--- src/vfr_pkg.sv ---
package vfr_pkg;

	// Field widths of the request and result channels.
	localparam int unsigned OP_W       = 2;
	localparam int unsigned DT_W       = 16;
	localparam int unsigned ID_W       = 8;
	localparam int unsigned LEVEL_W    = 15;
	localparam int unsigned LEN_W      = 24;
	localparam int unsigned VOL_W      = 10;
	localparam int unsigned CFG_W      = 7;
	localparam int unsigned CFG_IDX_W  = 1;

	// Quotient bits produced by the shared multiply/divide unit.
	localparam int unsigned QUOT_BITS  = 15;

	// Full scale level: 100 percent in 1/256 steps.
	localparam logic [LEVEL_W-1:0] LEVEL_MAX = 15'd25600;

	// Gain registers above this value act as this value.
	localparam logic [CFG_W-1:0] GAIN_MAX = 7'd100;

	// Output scaling: floor((2 * L * m * c + 256000) / 512000).
	localparam logic [18:0] VOL_BIAS = 19'd256000;
	localparam logic [18:0] VOL_DIV  = 19'd512000;

	// Register indexes of the configuration port.
	localparam logic [CFG_IDX_W-1:0] REG_MASTER = 1'b0;
	localparam logic [CFG_IDX_W-1:0] REG_MUSIC  = 1'b1;

	// Request operation codes.
	typedef enum logic [OP_W-1:0] {
		OP_TICK  = 2'd0,
		OP_PLAY  = 2'd1,
		OP_QUEUE = 2'd2,
		OP_FADE  = 2'd3
	} op_t;

endpackage

--- src/vfr_if.sv ---
// Request channel: one command or tick per handshake.
interface vfr_cmd_if;
	logic                            valid;
	logic                            ready;
	logic [vfr_pkg::OP_W-1:0]        op;
	logic [vfr_pkg::DT_W-1:0]        elapsed_ticks;
	logic [vfr_pkg::ID_W-1:0]        track_id;
	logic [vfr_pkg::LEVEL_W-1:0]     target_percent;
	logic [vfr_pkg::LEN_W-1:0]       fade_out_ticks;
	logic [vfr_pkg::LEN_W-1:0]       fade_in_ticks;

	modport source (
		output valid, op, elapsed_ticks, track_id, target_percent, fade_out_ticks,
			fade_in_ticks,
		input  ready
	);
	modport sink (
		input  valid, op, elapsed_ticks, track_id, target_percent, fade_out_ticks,
			fade_in_ticks,
		output ready
	);
endinterface

// Result channel: one volume report per request.
interface vfr_res_if;
	logic                        valid;
	logic                        ready;
	logic [vfr_pkg::VOL_W-1:0]   volume_value;
	logic                        volume_set;
	logic                        start_track;
	logic [vfr_pkg::ID_W-1:0]    started_track_id;
	logic                        fade_active;

	modport source (
		output valid, volume_value, volume_set, start_track, started_track_id, fade_active,
		input  ready
	);
	modport sink (
		input  valid, volume_value, volume_set, start_track, started_track_id, fade_active,
		output ready
	);
endinterface

--- src/volume_fade_crossfade_ramp.sv ---
// Background-track volume ramp controller with crossfade on track switch.
// Requests arrive on the cmd channel (valid/ready): a tick with elapsed time,
// play a track, queue a track with fade-out and fade-in, or fade the current
// track. Each request produces exactly one result on the res channel with the
// scaled volume (0..1000), the update and track-start flags and fade status.
// The user must write the gain registers through wr_en/wr_index/wr_data only
// while idle; the block itself does not enforce this. A command, or a tick
// with no running fade, uses the shared multiply/divide unit once, for the
// output scaling; a tick that interpolates inside a running fade uses it
// first for the interpolation and then for the output scaling. The unit
// works one bit per cycle, through 15 multiply steps and then 15 divide steps.
// One request is processed at a time; cmd.ready is high only while idle.
// The result sits in an output register; a stalled receiver holds the result
// and blocks completion of the following request, but that request is still
// accepted and processed up to the output stage.
// Reset initializes the sequencer, ramp, track and gain state: level zero, no track loaded, no fade, gains 100.
module volume_fade_crossfade_ramp #(
	parameter int unsigned TIME_BITS  = 24,
	parameter int unsigned TRACK_BITS = 8
) (
	input  logic                                 clk,
	input  logic                                 arst_n,
	input  logic                                 wr_en,
	input  logic [vfr_pkg::CFG_IDX_W-1:0]        wr_index,
	input  logic [vfr_pkg::CFG_W-1:0]            wr_data,
	vfr_cmd_if.sink                              cmd,
	vfr_res_if.source                            res
);

	localparam int unsigned LW    = vfr_pkg::LEVEL_W;
	localparam int unsigned QB    = vfr_pkg::QUOT_BITS;
	localparam int unsigned SUM_W = ((TIME_BITS > vfr_pkg::DT_W) ? TIME_BITS
		: vfr_pkg::DT_W) + 1;
	localparam int unsigned MDU_W = (TIME_BITS + 16 > 34) ? TIME_BITS + 16 : 34;
	localparam logic [TIME_BITS-1:0] TIME_MAX = {TIME_BITS{1'b1}};

	typedef enum logic [2:0] {
		S_IDLE,
		S_EXEC,
		S_INTERP,
		S_VOL,
		S_VOLW,
		S_EMIT
	} state_t;

	state_t                        state_q;

	// Latched request.
	vfr_pkg::op_t                  op_q;
	logic [vfr_pkg::DT_W-1:0]      dt_q;
	logic [TRACK_BITS-1:0]         id_q;
	logic [LW-1:0]                 tgt_q;
	logic [vfr_pkg::LEN_W-1:0]     fo_q;
	logic [vfr_pkg::LEN_W-1:0]     fi_q;

	// Ramp and track state.
	logic [LW-1:0]                 level_q;
	logic [LW-1:0]                 start_q;
	logic [LW-1:0]                 target_q;
	logic [TIME_BITS-1:0]          dur_q;
	logic [TIME_BITS-1:0]          elapsed_q;
	logic                          switch_q;
	logic [TRACK_BITS-1:0]         qtrack_q;
	logic [LW-1:0]                 qtarget_q;
	logic [TIME_BITS-1:0]          qfi_q;
	logic [TRACK_BITS-1:0]         playing_q;
	logic                          loaded_q;

	// Gain registers.
	logic [vfr_pkg::CFG_W-1:0]     master_q;
	logic [vfr_pkg::CFG_W-1:0]     music_q;

	// Per-request result flags and the output register.
	logic                          vset_q;
	logic                          started_q;
	logic [TRACK_BITS-1:0]         sid_q;
	logic [vfr_pkg::VOL_W-1:0]     vol_q;
	logic                          res_valid_q;
	logic [vfr_pkg::VOL_W-1:0]     res_vol_q;
	logic                          res_vset_q;
	logic                          res_start_q;
	logic [vfr_pkg::ID_W-1:0]      res_sid_q;
	logic                          res_fade_q;

	// Datapath signals.
	logic [SUM_W-1:0]              e_sum;
	logic [TIME_BITS-1:0]          e_new;
	logic                          ramp_done;
	logic                          up;
	logic [LW-1:0]                 mag;
	logic [LW:0]                   lvl_up;
	logic [LW-1:0]                 lvl_interp;
	logic [TIME_BITS-1:0]          fo_len;
	logic [TIME_BITS-1:0]          fi_len;
	logic [TIME_BITS-1:0]          qfi_len;
	logic [vfr_pkg::CFG_W-1:0]     m_clamp;
	logic [vfr_pkg::CFG_W-1:0]     c_clamp;
	logic [2*vfr_pkg::CFG_W-1:0]   gain;
	logic                          interp_go;
	logic                          emit_ok;

	logic                          mdu_start;
	logic [MDU_W-1:0]              mdu_mcand;
	logic [QB-1:0]                 mdu_mplier;
	logic [MDU_W-1:0]              mdu_bias;
	logic [MDU_W-1:0]              mdu_div;
	logic                          mdu_done;
	logic [QB-1:0]                 mdu_quot;

	// Elapsed time advance with saturation.
	assign e_sum     = SUM_W'(elapsed_q) + SUM_W'(dt_q);
	assign e_new     = (e_sum > SUM_W'(TIME_MAX)) ? TIME_MAX : e_sum[TIME_BITS-1:0];
	assign ramp_done = (e_new >= dur_q);

	// Ramp direction and magnitude, and the interpolated level.
	assign up         = (target_q >= start_q);
	assign mag        = up ? (target_q - start_q) : (start_q - target_q);
	assign lvl_up     = (LW + 1)'(start_q) + (LW + 1)'(mdu_quot);
	assign lvl_interp = up ? ((lvl_up > (LW + 1)'(vfr_pkg::LEVEL_MAX))
		? vfr_pkg::LEVEL_MAX : lvl_up[LW-1:0]) : (start_q - mdu_quot);

	// Fade lengths: a zero length becomes one tick.
	assign fo_len  = (fo_q == '0) ? TIME_BITS'(1) : TIME_BITS'(fo_q);
	assign fi_len  = (fi_q == '0) ? TIME_BITS'(1) : TIME_BITS'(fi_q);
	assign qfi_len = (qfi_q == '0) ? TIME_BITS'(1) : qfi_q;

	// Combined gain, each register clamped to 100.
	assign m_clamp = (master_q > vfr_pkg::GAIN_MAX) ? vfr_pkg::GAIN_MAX : master_q;
	assign c_clamp = (music_q > vfr_pkg::GAIN_MAX) ? vfr_pkg::GAIN_MAX : music_q;
	assign gain    = (2*vfr_pkg::CFG_W)'(m_clamp) * (2*vfr_pkg::CFG_W)'(c_clamp);

	// Multiply/divide requests: interpolation or output scaling.
	assign interp_go  = (op_q == vfr_pkg::OP_TICK) && (dur_q != '0) && !ramp_done;
	assign mdu_start  = ((state_q == S_EXEC) && interp_go) || (state_q == S_VOL);
	assign mdu_mcand  = (state_q == S_VOL) ? MDU_W'(gain) : MDU_W'(e_new);
	assign mdu_mplier = (state_q == S_VOL) ? level_q : mag;
	assign mdu_bias   = (state_q == S_VOL) ? MDU_W'(vfr_pkg::VOL_BIAS) : MDU_W'(dur_q);
	assign mdu_div    = (state_q == S_VOL) ? MDU_W'(vfr_pkg::VOL_DIV)
		: MDU_W'({dur_q, 1'b0});

	vfr_mdu #(
		.W (MDU_W)
	) u_mdu (
		.clk     (clk),
		.arst_n  (arst_n),
		.start   (mdu_start),
		.mcand   (mdu_mcand),
		.mplier  (mdu_mplier),
		.bias    (mdu_bias),
		.divisor (mdu_div),
		.done    (mdu_done),
		.quot    (mdu_quot)
	);

	// Gain register writes.
	always_ff @(posedge clk or negedge arst_n) begin
		if (!arst_n) begin
			master_q <= vfr_pkg::GAIN_MAX;
			music_q  <= vfr_pkg::GAIN_MAX;
		end else if (wr_en) begin
			if (wr_index == vfr_pkg::REG_MASTER) begin
				master_q <= wr_data;
			end
			if (wr_index == vfr_pkg::REG_MUSIC) begin
				music_q <= wr_data;
			end
		end
	end

	assign emit_ok = !res_valid_q || res.ready;

	// Request sequencer, ramp state and output register.
	always_ff @(posedge clk or negedge arst_n) begin
		if (!arst_n) begin
			state_q     <= S_IDLE;
			level_q     <= '0;
			start_q     <= '0;
			target_q    <= '0;
			dur_q       <= '0;
			elapsed_q   <= '0;
			switch_q    <= 1'b0;
			qtrack_q    <= '0;
			qtarget_q   <= '0;
			qfi_q       <= '0;
			playing_q   <= '0;
			loaded_q    <= 1'b0;
			vset_q      <= 1'b0;
			started_q   <= 1'b0;
			sid_q       <= '0;
			res_valid_q <= 1'b0;
		end else begin
			// The receiver takes the pending result.
			if (res_valid_q && res.ready) begin
				res_valid_q <= 1'b0;
			end

			unique case (state_q)
				S_IDLE: begin
					if (cmd.valid) begin
						op_q      <= vfr_pkg::op_t'(cmd.op);
						dt_q      <= cmd.elapsed_ticks;
						id_q      <= TRACK_BITS'(cmd.track_id);
						tgt_q     <= (cmd.target_percent > vfr_pkg::LEVEL_MAX)
							? vfr_pkg::LEVEL_MAX : cmd.target_percent;
						fo_q      <= cmd.fade_out_ticks;
						fi_q      <= cmd.fade_in_ticks;
						vset_q    <= 1'b0;
						started_q <= 1'b0;
						sid_q     <= '0;
						state_q   <= S_EXEC;
					end
				end

				S_EXEC: begin
					state_q <= S_VOL;
					unique case (op_q)
						vfr_pkg::OP_TICK: begin
							if (dur_q != '0) begin
								if (ramp_done) begin
									// Fade reached its end: settle on the target.
									vset_q    <= 1'b1;
									level_q   <= target_q;
									start_q   <= target_q;
									dur_q     <= '0;
									elapsed_q <= '0;
									if (switch_q && (target_q == '0)) begin
										// Fade-out of a switch finished: start the
										// queued track and fade it in.
										playing_q <= qtrack_q;
										loaded_q  <= 1'b1;
										switch_q  <= 1'b0;
										level_q   <= '0;
										start_q   <= '0;
										target_q  <= qtarget_q;
										dur_q     <= qfi_len;
										started_q <= 1'b1;
										sid_q     <= qtrack_q;
									end
								end else begin
									elapsed_q <= e_new;
									state_q   <= S_INTERP;
								end
							end
						end
						vfr_pkg::OP_PLAY: begin
							playing_q <= id_q;
							loaded_q  <= 1'b1;
							switch_q  <= 1'b0;
							elapsed_q <= '0;
							dur_q     <= '0;
							start_q   <= tgt_q;
							target_q  <= tgt_q;
							level_q   <= tgt_q;
							vset_q    <= 1'b1;
							started_q <= 1'b1;
							sid_q     <= id_q;
						end
						vfr_pkg::OP_QUEUE: begin
							if (!loaded_q) begin
								// Nothing playing: start silent and fade in.
								playing_q <= id_q;
								loaded_q  <= 1'b1;
								switch_q  <= 1'b0;
								level_q   <= '0;
								start_q   <= '0;
								target_q  <= tgt_q;
								dur_q     <= fi_len;
								elapsed_q <= '0;
								vset_q    <= 1'b1;
								started_q <= 1'b1;
								sid_q     <= id_q;
							end else if (playing_q == id_q) begin
								start_q   <= level_q;
								target_q  <= tgt_q;
								dur_q     <= fi_len;
								elapsed_q <= '0;
							end else begin
								// Different track: remember it and fade out.
								qtrack_q  <= id_q;
								qfi_q     <= TIME_BITS'(fi_q);
								qtarget_q <= tgt_q;
								switch_q  <= 1'b1;
								start_q   <= level_q;
								target_q  <= '0;
								dur_q     <= fo_len;
								elapsed_q <= '0;
							end
						end
						vfr_pkg::OP_FADE: begin
							start_q   <= level_q;
							target_q  <= tgt_q;
							dur_q     <= fo_len;
							elapsed_q <= '0;
						end
						default: begin
							state_q <= S_VOL;
						end
					endcase
				end

				S_INTERP: begin
					if (mdu_done) begin
						level_q <= lvl_interp;
						vset_q  <= 1'b1;
						state_q <= S_VOL;
					end
				end

				S_VOL: begin
					state_q <= S_VOLW;
				end

				S_VOLW: begin
					if (mdu_done) begin
						vol_q   <= mdu_quot[vfr_pkg::VOL_W-1:0];
						state_q <= S_EMIT;
					end
				end

				S_EMIT: begin
					if (emit_ok) begin
						res_valid_q <= 1'b1;
						res_vol_q   <= vol_q;
						res_vset_q  <= vset_q;
						res_start_q <= started_q;
						res_sid_q   <= vfr_pkg::ID_W'(sid_q);
						res_fade_q  <= (dur_q != '0);
						state_q     <= S_IDLE;
					end
				end

				default: begin
					state_q <= S_IDLE;
				end
			endcase
		end
	end

	assign cmd.ready            = (state_q == S_IDLE);
	assign res.valid            = res_valid_q;
	assign res.volume_value     = res_vol_q;
	assign res.volume_set       = res_vset_q;
	assign res.start_track      = res_start_q;
	assign res.started_track_id = res_sid_q;
	assign res.fade_active      = res_fade_q;

`ifndef SYNTH
	// The shared unit only finishes while the sequencer waits for it.
	a_mdu_done_waited: assert property (@(posedge clk) disable iff (!arst_n)
		mdu_done |-> (state_q == S_INTERP) || (state_q == S_VOLW))
		else $error("multiply/divide result arrived outside a wait state");

	// The level never leaves full scale.
	a_level_range: assert property (@(posedge clk) disable iff (!arst_n)
		level_q <= vfr_pkg::LEVEL_MAX)
		else $error("level above full scale");

	// Elapsed time is cleared whenever no fade runs.
	a_idle_elapsed: assert property (@(posedge clk) disable iff (!arst_n)
		(dur_q == '0) |-> (elapsed_q == '0))
		else $error("elapsed time kept without a running fade");

	// A pending switch needs a loaded track.
	a_switch_loaded: assert property (@(posedge clk) disable iff (!arst_n)
		switch_q |-> loaded_q)
		else $error("switch pending with no track loaded");

	// A reported volume stays within the output scale.
	a_volume_range: assert property (@(posedge clk) disable iff (!arst_n)
		res_valid_q |-> (res_vol_q <= vfr_pkg::VOL_W'(1000)))
		else $error("volume above 1000");
`endif

endmodule

--- src/vfr_mdu.sv ---
// Shared multiply/divide unit. It forms P = mcand * mplier by shift and add,
// one multiplier bit per cycle, then N = 2 * P + bias, and divides N by
// divisor with restoring division, one quotient bit per cycle. The quotient
// must fit in QUOT_BITS bits. A start is ignored while busy; done pulses for
// one cycle with the quotient valid.
module vfr_mdu #(
	parameter int unsigned W = 40
) (
	input  logic                              clk,
	input  logic                              arst_n,
	input  logic                              start,
	input  logic [W-1:0]                      mcand,
	input  logic [vfr_pkg::QUOT_BITS-1:0]     mplier,
	input  logic [W-1:0]                      bias,
	input  logic [W-1:0]                      divisor,
	output logic                              done,
	output logic [vfr_pkg::QUOT_BITS-1:0]     quot
);

	localparam int unsigned QB    = vfr_pkg::QUOT_BITS;
	localparam int unsigned CNT_W = $clog2(QB);

	typedef enum logic [1:0] {
		P_IDLE,
		P_MUL,
		P_SETUP,
		P_DIV
	} phase_t;

	phase_t             phase_q;
	logic [CNT_W-1:0]   cnt_q;
	logic               done_q;
	logic [W-1:0]       acc_q;
	logic [W-1:0]       dd_q;
	logic [QB-1:0]      qsr_q;
	logic [W-1:0]       bias_q;
	logic [W-1:0]       div_q;

	// Sequencer and datapath: the accumulator and the shifted operand are
	// shared by the multiply and the divide phases.
	always_ff @(posedge clk or negedge arst_n) begin
		if (!arst_n) begin
			phase_q <= P_IDLE;
			cnt_q   <= '0;
			done_q  <= 1'b0;
		end else begin
			done_q <= 1'b0;
			unique case (phase_q)
				P_IDLE: begin
					if (start) begin
						acc_q   <= '0;
						dd_q    <= mcand;
						qsr_q   <= mplier;
						bias_q  <= bias;
						div_q   <= divisor;
						cnt_q   <= CNT_W'(QB - 1);
						phase_q <= P_MUL;
					end
				end
				P_MUL: begin
					if (qsr_q[0]) begin
						acc_q <= acc_q + dd_q;
					end
					dd_q  <= dd_q << 1;
					qsr_q <= qsr_q >> 1;
					if (cnt_q == '0) begin
						phase_q <= P_SETUP;
					end else begin
						cnt_q <= cnt_q - 1'b1;
					end
				end
				P_SETUP: begin
					acc_q   <= {acc_q[W-2:0], 1'b0} + bias_q;
					dd_q    <= div_q << (QB - 1);
					qsr_q   <= '0;
					cnt_q   <= CNT_W'(QB - 1);
					phase_q <= P_DIV;
				end
				P_DIV: begin
					if (acc_q >= dd_q) begin
						acc_q <= acc_q - dd_q;
						qsr_q <= {qsr_q[QB-2:0], 1'b1};
					end else begin
						qsr_q <= {qsr_q[QB-2:0], 1'b0};
					end
					dd_q <= dd_q >> 1;
					if (cnt_q == '0) begin
						phase_q <= P_IDLE;
						done_q  <= 1'b1;
					end else begin
						cnt_q <= cnt_q - 1'b1;
					end
				end
				default: begin
					phase_q <= P_IDLE;
				end
			endcase
		end
	end

	assign done = done_q;
	assign quot = qsr_q;

endmodule

--- src/flat_wrapper.sv ---
// flat-port wrapper written by rule: the top's interface ports become plain ports
module volume_fade_crossfade_ramp_flat 
#(
	parameter int unsigned TIME_BITS  = 24,
	parameter int unsigned TRACK_BITS = 8
)
  (clk, arst_n, wr_en, wr_index, wr_data, cmd_valid, cmd_op, cmd_elapsed_ticks, cmd_track_id, cmd_target_percent, cmd_fade_out_ticks, cmd_fade_in_ticks, cmd_ready, res_valid, res_volume_value, res_volume_set, res_start_track, res_started_track_id, res_fade_active, res_ready);
  vfr_cmd_if cmd_i ();
  vfr_res_if res_i ();
  input  logic clk;
  input  logic arst_n;
  input  logic wr_en;
  input  logic [vfr_pkg::CFG_IDX_W-1:0] wr_index;
  input  logic [vfr_pkg::CFG_W-1:0] wr_data;
  input wire logic [$bits(cmd_i.valid)-1:0] cmd_valid;
  input wire logic [$bits(cmd_i.op)-1:0] cmd_op;
  input wire logic [$bits(cmd_i.elapsed_ticks)-1:0] cmd_elapsed_ticks;
  input wire logic [$bits(cmd_i.track_id)-1:0] cmd_track_id;
  input wire logic [$bits(cmd_i.target_percent)-1:0] cmd_target_percent;
  input wire logic [$bits(cmd_i.fade_out_ticks)-1:0] cmd_fade_out_ticks;
  input wire logic [$bits(cmd_i.fade_in_ticks)-1:0] cmd_fade_in_ticks;
  output wire logic [$bits(cmd_i.ready)-1:0] cmd_ready;
  output wire logic [$bits(res_i.valid)-1:0] res_valid;
  output wire logic [$bits(res_i.volume_value)-1:0] res_volume_value;
  output wire logic [$bits(res_i.volume_set)-1:0] res_volume_set;
  output wire logic [$bits(res_i.start_track)-1:0] res_start_track;
  output wire logic [$bits(res_i.started_track_id)-1:0] res_started_track_id;
  output wire logic [$bits(res_i.fade_active)-1:0] res_fade_active;
  input wire logic [$bits(res_i.ready)-1:0] res_ready;
  assign cmd_i.valid = cmd_valid;
  assign cmd_i.op = cmd_op;
  assign cmd_i.elapsed_ticks = cmd_elapsed_ticks;
  assign cmd_i.track_id = cmd_track_id;
  assign cmd_i.target_percent = cmd_target_percent;
  assign cmd_i.fade_out_ticks = cmd_fade_out_ticks;
  assign cmd_i.fade_in_ticks = cmd_fade_in_ticks;
  assign cmd_ready = cmd_i.ready;
  assign res_valid = res_i.valid;
  assign res_volume_value = res_i.volume_value;
  assign res_volume_set = res_i.volume_set;
  assign res_start_track = res_i.start_track;
  assign res_started_track_id = res_i.started_track_id;
  assign res_fade_active = res_i.fade_active;
  assign res_i.ready = res_ready;
  volume_fade_crossfade_ramp #(.TIME_BITS(TIME_BITS), .TRACK_BITS(TRACK_BITS)) u_core (.clk(clk), .arst_n(arst_n), .wr_en(wr_en), .wr_index(wr_index), .wr_data(wr_data), .cmd(cmd_i), .res(res_i));
endmodule
--- config.mk ---
export PLATFORM = sky130hd
export DESIGN_NAME = volume_fade_crossfade_ramp_flat
export DESIGN_NICKNAME = d
export VERILOG_FILES = /design/src/vfr_pkg.sv /design/src/vfr_if.sv /design/src/volume_fade_crossfade_ramp.sv /design/src/vfr_mdu.sv /design/src/flat_wrapper.sv
export SDC_FILE = /design/constraint.sdc
export NUM_CORES = 1
export LEC_CHECK = 0
export ABC_AREA = 1
export BUFFER_PORTS_ARGS = -buffer_cell sky130_fd_sc_hd__clkbuf_2
export CORE_MARGIN = 1.5
export CORE_UTILIZATION = 50
export CTS_CLUSTER_DIAMETER = 100
export CTS_CLUSTER_SIZE = 25
export DETAILED_ROUTE_END_ITERATION = 16
export GPL_TIMING_DRIVEN = 0
export PLACE_DENSITY_LB_ADDON = 0.15
export REMOVE_ABC_BUFFERS = 1
export SKIP_LAST_GASP = 1
export SYNTH_ARGS = -nofsm -noshare
export SYNTH_HDL_FRONTEND = slang
export SYNTH_SLANG_ARGS = --single-unit
--- constraint.sdc ---
create_clock -name clk -period 12.8 [get_ports clk]
set_input_delay 3.84 -clock clk [delete_from_list [all_inputs] [get_ports clk]]
set_output_delay 3.84 -clock clk [all_outputs]
set_load 0.01 [all_outputs]
==> results.yml, run 1 <==
logic_synthesis:
  synth_seq_area_share_pct: 36.2
  async_reset_ff_share_pct: 43.6
  ys_warn_count: 0
  synth_enable_flop_cells: 239
  syn-mean-instance-area_sq_um: 7.46
  synth_area_leaders: "edfxtp_1, dfrtp_1, nand2_1, ha_1, inv_1"
  syn_area_sq_um: 32600
  netlist_instances: 4369
  synth_cell_types: 65
  yosys.area.top_type: "edfxtp_1"
  synth-main-ff-cell: "edfxtp_1"
  synth_seq_cells: 424
  netlist.area_leader.share_pct: 22.0
clock_network:
  worst_skew_pair.late_latency_ns: 0.62
  cts_made_buffers: 24
  root_buffer: "clkbuf_16"
  cts_setup_buffers: 0
  cts_num_sinks: 424
  ctsLongestPathBuffers: 3
  post_cts_resize_count: 0
  cts.clk_slew.worst_paths_ns: 0.10
  htree_levels: 1
  cts_hold_buf: 0
  cts_tree: "done"
global_route:
  antenna_found_initial: 0
  grt_max_degree: 96
  grt_usage_pct: 30.6
  grt_overflow: 0
  grt_pass1_wl_mm: 160
  grt_pass1_vias: 28200
timing:
  max_slew.worst_pin.slew_ns: 1.26
  setup_viol: 0
  final_hold_viol_count: 0
  slew_viol_final: 0
  final.period_utilization_pct: 55.0
  setup_slack_ns: 5.75
  rsz0062_at_grt: "false"
  finalCriticalPeriod_ns: 7.05
  max_freq_mhz: 142
  slew_headroom_pct: 15.5
  hold_slack_ns: 0.427
  skew_ns: 0.0263
drt:
  wl_mm: 103
  drtIter0Drc: 2874
  viasPerCell: 5.64
  drc: 0
  wl_per_cell_microns: 19.6
  drt_pass1_iterations: 7
  antenna_left: 0
  vias: 29700
job:
  maxCapViolCount: 0
min_path:
  min_path_type: "flip-flop to flip-flop"
  holdPathStages: 0
  min_from: "u_core.vol_q[4]"
  whs_endpoint: "u_core.res.volume_value[4]"
setup_path:
  startpoint_type: "flip-flop"
  crit-reg2reg-launch: "u_core.dt_q[0]"
  cpPeakStageDelay_ns: 1.02
  crit_path_end_kind: "flip-flop"
  crit_type: "flip-flop to flip-flop"
  crit_top_cell: "nand2_1"
  worstReg2RegEnd: "u_core.target_q[6]"
  r2r_slack_ns: 5.75
  reg2reg_depth: 24
  crit_arrival_ns: 7.58
  worst_ep_required_time_ns: 13.33
  crit_chain: "ha_1, inv_1, fa_1, nand3b_1, nand2_1, a21oi_2, o21ai_2, nand2_1, nand2_2, nand2_1, nand3_1, ha_1, a21oi_1, o21ai_0, nand4_1, o211ai_1, a21oi_1, and2_1, nand3_2, nand2_1, inv_2, nand2_1, nand2_1, o21ai_0"
  crit_fanout: 47
  cp_slowest_cell: "nand2_1"
floorplan:
  initial_core_util_pct: 50.6
  fp.dieH_microns: 258
  coreArea_sq_um: 64500
  die_w_microns: 258
  dieArea_sq_um: 66700
  rows: 93
  io_pins: 125
placed_design:
  post-dp-hpwl_mm: 82.2
  gp_congestion: 1.02
  place_ws_ns: 5.08
  dp.cells: 5219
  io_buffers: 124
power:
  cellLeakagePower_nw: 16.2
  fin_total_pwr_mw: 10.0
  power_density_nw_per_um2: 288
  vdd_drop_max_mv: 0.148
layout:
  drive_above_1_share_pct: 6.42
  area_growth_pct: 6.84
  antenna_cells: 0
  multi_input_area_sq_um: 17700
  seq_area_sq_um: 11800
  fin_cells: 5264
  fin_nets: 4767
  nFillCells: 6458
  finalCoreUtilization_pct: 54.0
outcome:
  run_status: "finished clean"
registers in the layout (all words and copies together) (netlist names), 16 cells and up:
| name | flops |
|---|---|
| u_core.dt_q | 16 |
| u_core.qfi_q | 24 |
| u_core.fo_q | 24 |
| u_core.elapsed_q | 24 |
| u_core.dur_q | 24 |
| u_core.u_mdu.acc_q | 40 |
| u_core.fi_q | 24 |
| u_core.u_mdu.dd_q | 40 |
| u_core.u_mdu.div_q | 24 |
area by class of cell:
| class | count | share of cell area, % |
|---|---|---|
| clock buffers | 33 | 1.82 |
| repair buffers | 149 | 2.80 |
| clock inverters | 11 | 0.539 |
| inverters | 664 | 7.16 |
| flip-flops and latches | 424 | 33.9 |
| well taps | 855 | 3.07 |
| multi-input cells | 3128 | 50.7 |
routing by layer:
metal	track usage (%)	up-vias	share of wire [%]	wire length (microns)
met3	2.94	195	6.4	6620
li1	-	14700	-	-
met1	43.1	13700	45	46200
met4	11.5	0	4.3	4440
met5	0	-	0	0
met2	48.8	1108	44	45700
synth_stat cells (all sizes together) (33+ instances only):
library cell	n
a21oi	331
a22oi	47
a31oi	38
buf	63
clkbuf	90
dfrtp	179
edfxtp	239
ha	242
inv	659
nand2	948
nand3	215
nand4	53
nor2	390
nor3	51
nor4	33
o211ai	58
o21ai	432
o221ai	34
xor2	37
how the worst max path moves through the flow:
stage | slack [ns] | endpoint | startpoint | cells after the start
2_1_floorplan | -0.30 | u_core.dt_q[0] | arst_n | 2
6_report | 5.75 | u_core.target_q[6] | u_core.dt_q[0] | 24
3_3_place_gp | -8.37 | u_core.dt_q[15] | arst_n | 3
3_5_place_dp | 5.08 | u_core.dt_q[15] | arst_n | 11
4_1_cts | 5.68 | u_core.target_q[6] | u_core.dt_q[0] | 24
5_1_grt | 5.04 | u_core.target_q[6] | u_core.dt_q[0] | 24
metrics by stage:
step / TNS, ns / cell area [sq um]
finish: 0 / 34800
global route: 0 / 34800
CTS: 0 / 34800
detailed placement: 0 / 34000
global placement: -743.66 / 33600
floorplan: -26.83 / 31900
where the power goes:
group / internal, mW / total (mW) / switching [mW] / leakage, nW
sequential: 2.02 / 2.45 / 0.429 / 4.61
combinational: 2.06 / 6.69 / 4.62 / 11.2
clock: 0.394 / 0.911 / 0.517 / 0.389
cells in the final DEF (no fill, tap or decap), types with 18 or more instances in the layout:
| master | netlist | routed |
|---|---|---|
| a21o_1 | 26 | 26 |
| a21oi_1 | 321 | 320 |
| a22oi_1 | 47 | 47 |
| a31oi_1 | 38 | 38 |
| clkbuf_16 | 0 | 24 |
| clkbuf_2 | 12 | 123 |
| dfrtp_1 | 179 | 179 |
| edfxtp_1 | 239 | 239 |
| fa_1 | 32 | 32 |
| ha_1 | 242 | 239 |
| inv_1 | 647 | 644 |
| nand2_1 | 941 | 941 |
| nand3_1 | 209 | 208 |
| nand4_1 | 51 | 51 |
| nor2_1 | 385 | 382 |
| nor3_1 | 48 | 47 |
| nor4_1 | 32 | 30 |
| o211ai_1 | 57 | 57 |
| o21ai_0 | 394 | 394 |
| o21ai_1 | 34 | 34 |
| o21bai_1 | 21 | 21 |
| o221ai_1 | 34 | 34 |
| o22ai_1 | 18 | 18 |
| or2_2 | 25 | 25 |
| xnor2_1 | 26 | 26 |
| xor2_1 | 37 | 37 |
worst max-delay path: cells and delay by family (launching register included):
family / cells / cell delay, ns
AOI/OAI and AO/OA: 7 / 1.12
adders and majority gates: 3 / 0.90
buffers and inverters: 2 / 0.64
DFF: 1 / 0.38
and+or+nand+nor: 12 / 3.89
logic make-up after synthesis:
group                      count (synthesis)  share of synthesized area [%]
xor gates and xnor gates                  63                           1.69
and+or+nand+nor                         1739                           22.5
DFF                                      424                           36.2
AOI/OAI and AO/OA                       1051                           18.5
muxes                                      1                         0.0307
adders and majority gates                274                           11.3
buffers and inverters                    817                           9.79
No activity file was read; power rests on OpenSTA's default activity.
==> inputs of run 2 (changes only) <==
==> constraint.sdc (replaced) <==
create_clock -name clk -period 7.3 [get_ports clk]
set_input_delay 2.19 -clock clk [delete_from_list [all_inputs] [get_ports clk]]
set_output_delay 2.19 -clock clk [all_outputs]
set_load 0.01 [all_outputs]
==> run 2 against run 1 <==
  * Die area stayed put
  * Routed wire length hardly changed
  * Register-to-register slack worse by 5.0 ns
  * Critical endpoint unchanged
  * Largest power group unchanged
==> results.yml, run 2 (synthesized netlist as in run 1, its figures left out) <==
min_path:
  whs_endpoint: "u_core.res.volume_value[4]"
  min_from: "u_core.vol_q[4]"
  min_path_type: "flip-flop to flip-flop"
  holdPathStages: 0
setup_path:
  startpoint_type: "flip-flop"
  crit_fanout: 47
  r2r_slack_ns: 0.78
  reg2reg_depth: 24
  crit_type: "flip-flop to flip-flop"
  worst_ep_required_time_ns: 7.83
  crit-reg2reg-launch: "u_core.dt_q[0]"
  crit_path_end_kind: "flip-flop"
  crit_arrival_ns: 7.05
  worstReg2RegEnd: "u_core.target_q[6]"
timing:
  slew_viol_final: 0
  skew_ns: 0.0271
  rsz0062_at_grt: "false"
  final_hold_viol_count: 0
  finalCriticalPeriod_ns: 6.52
  final.period_utilization_pct: 89.3
  max_freq_mhz: 153
  setup_slack_ns: 0.783
  tns_ns: 0
  max_slew.worst_pin.slew_ns: 1.26
  setup_viol: 0
  slew_headroom_pct: 16.0
global_route:
  use_met2_pct: 48.8
  grt_pass1_vias: 28200
  grt_pass1_wl_mm: 160
  antenna_found_initial: 0
  grt-busiest-layer: "met2"
  grt_util_met1_pct: 43.1
  grt_usage_pct: 30.6
  grt_overflow: 0
  use_met3_pct: 2.94
  grt_max_degree: 96
floorplan:
  die_w_microns: 258
  io_pins: 125
  initial_core_util_pct: 50.6
  rows: 93
  coreArea_sq_um: 64500
  dieArea_sq_um: 66700
  fp.dieH_microns: 258
clock_network:
  ctsLongestPathBuffers: 3
  cts_num_sinks: 424
  cts_tree: "done"
  worst_skew_pair.late_latency_ns: 0.63
  htree_levels: 1
  cts.clk_slew.worst_paths_ns: 0.10
  cts_made_buffers: 24
  cts_hold_buf: 0
  root_buffer: "clkbuf_16"
drt:
  drc: 0
  viasPerCell: 5.64
  vias: 29700
  wl_per_cell_microns: 19.6
  drtIter0Drc: 2874
  wl_mm: 103
  drt_pass1_iterations: 6
  antenna_left: 0
job:
  maxCapViolCount: 0
power:
  pwr-share-comb_pct: 66.6
  fin_total_pwr_mw: 17.6
  clkPwrFrac_pct: 9.1
  power_density_nw_per_um2: 506
  internal-power_mw: 7.85
  cellLeakagePower_nw: 16.2
  netSwitchingFraction_pct: 55.4
  vdd_drop_max_mv: 0.260
  power.switching_mw: 9.76
  seqPwrFrac_pct: 24.4
placed_design:
  place_ws_ns: 0.221
  post-dp-hpwl_mm: 82.2
  gp_congestion: 1.02
  io_buffers: 124
layout:
  mostFrequentLayoutCell: "nand2_1"
  area_growth_pct: 6.84
  fin_nets: 4767
  drive_above_1_share_pct: 6.44
  most-common-layout-cells: "nand2_1, inv_1, o21ai_0"
  reg_top3: "u_core.u_mdu.acc_q x40, u_core.u_mdu.dd_q x40"
  antenna_cells: 0
  finalCoreUtilization_pct: 54.0
outcome:
  run_status: "finished clean"
-- run 2: worst max path at each step --
stage,startpoint,end,slack [ns]
final,u_core.dt_q[0],u_core.target_q[6],0.78
after global routing,u_core.dt_q[0],u_core.target_q[6],0.17
after CTS,u_core.dt_q[0],u_core.target_q[6],0.18
after detailed placement,u_core.dt_q[0],u_core.target_q[6],0.22
after global placement,arst_n,u_core.dt_q[15],-12.22
after floorplan,arst_n,u_core.dt_q[0],-4.15
-- run 2: timing repair --
item,4_1_cts,5_1_grt
setup endpoints to repair,0,16
buffers inserted,0,0
gates resized for setup,0,1
-- run 2: metal layers --
layer	vias to the layer above	routed length, microns
met5	-	0
met4	0	4450
met3	195	6740
met2	1113	45700
met1	13700	46100
li1	14700	-
-- run 2: final cells by class --
type,count,area [sq um]
Sequential cell,424,11800
Multi-Input combinational cell,3128,17700
Fill cell,6459,29600
Tap cell,855,1070
Clock buffer,33,634
Inverter,664,2490
Timing Repair Buffer,149,975
Clock inverter,11,188
-- run 2: worst max-delay path: stages, from the launching register on --
cell      delay [ns]
edfxtp_1        0.38
ha_1            0.21
inv_1           0.07
fa_1            0.39
nand3b_1        0.17
nand2_1         0.15
a21oi_2         0.09
o21ai_2         0.23
nand2_1         0.10
nand2_2         0.13
nand2_1         0.43
nand3_1         0.42
ha_1            0.30
a21oi_1         0.15
o21ai_0         0.10
nand4_1         0.08
o211ai_1        0.13
a21oi_1         0.31
and2_1          0.23
nand3_2         0.18
nand2_2         0.66
inv_2           0.45
nand2_1         0.82
nand2_1         0.12
o21ai_0         0.11
-- run 2: per-stage QoR --
step	instance area, sq um	std cells	hold slack, ns
after global placement	33600	5195	0.404
final	34800	5264	0.427
after floorplan	31900	4216	0.400
after CTS	34800	5263	0.429
after detailed placement	34000	5219	0.405
after global routing	34800	5264	0.453
-- run 2: power groups by stage --
stage               logic (mW)  clock network [mW]  registers, mW
finish                    11.7                1.60           4.29
global route              13.0                1.71           4.36
CTS                       11.5                1.63           4.26
detailed placement        11.4                   0           4.31
global placement          11.2                   0           4.34
floorplan                 8.08                   0           4.04
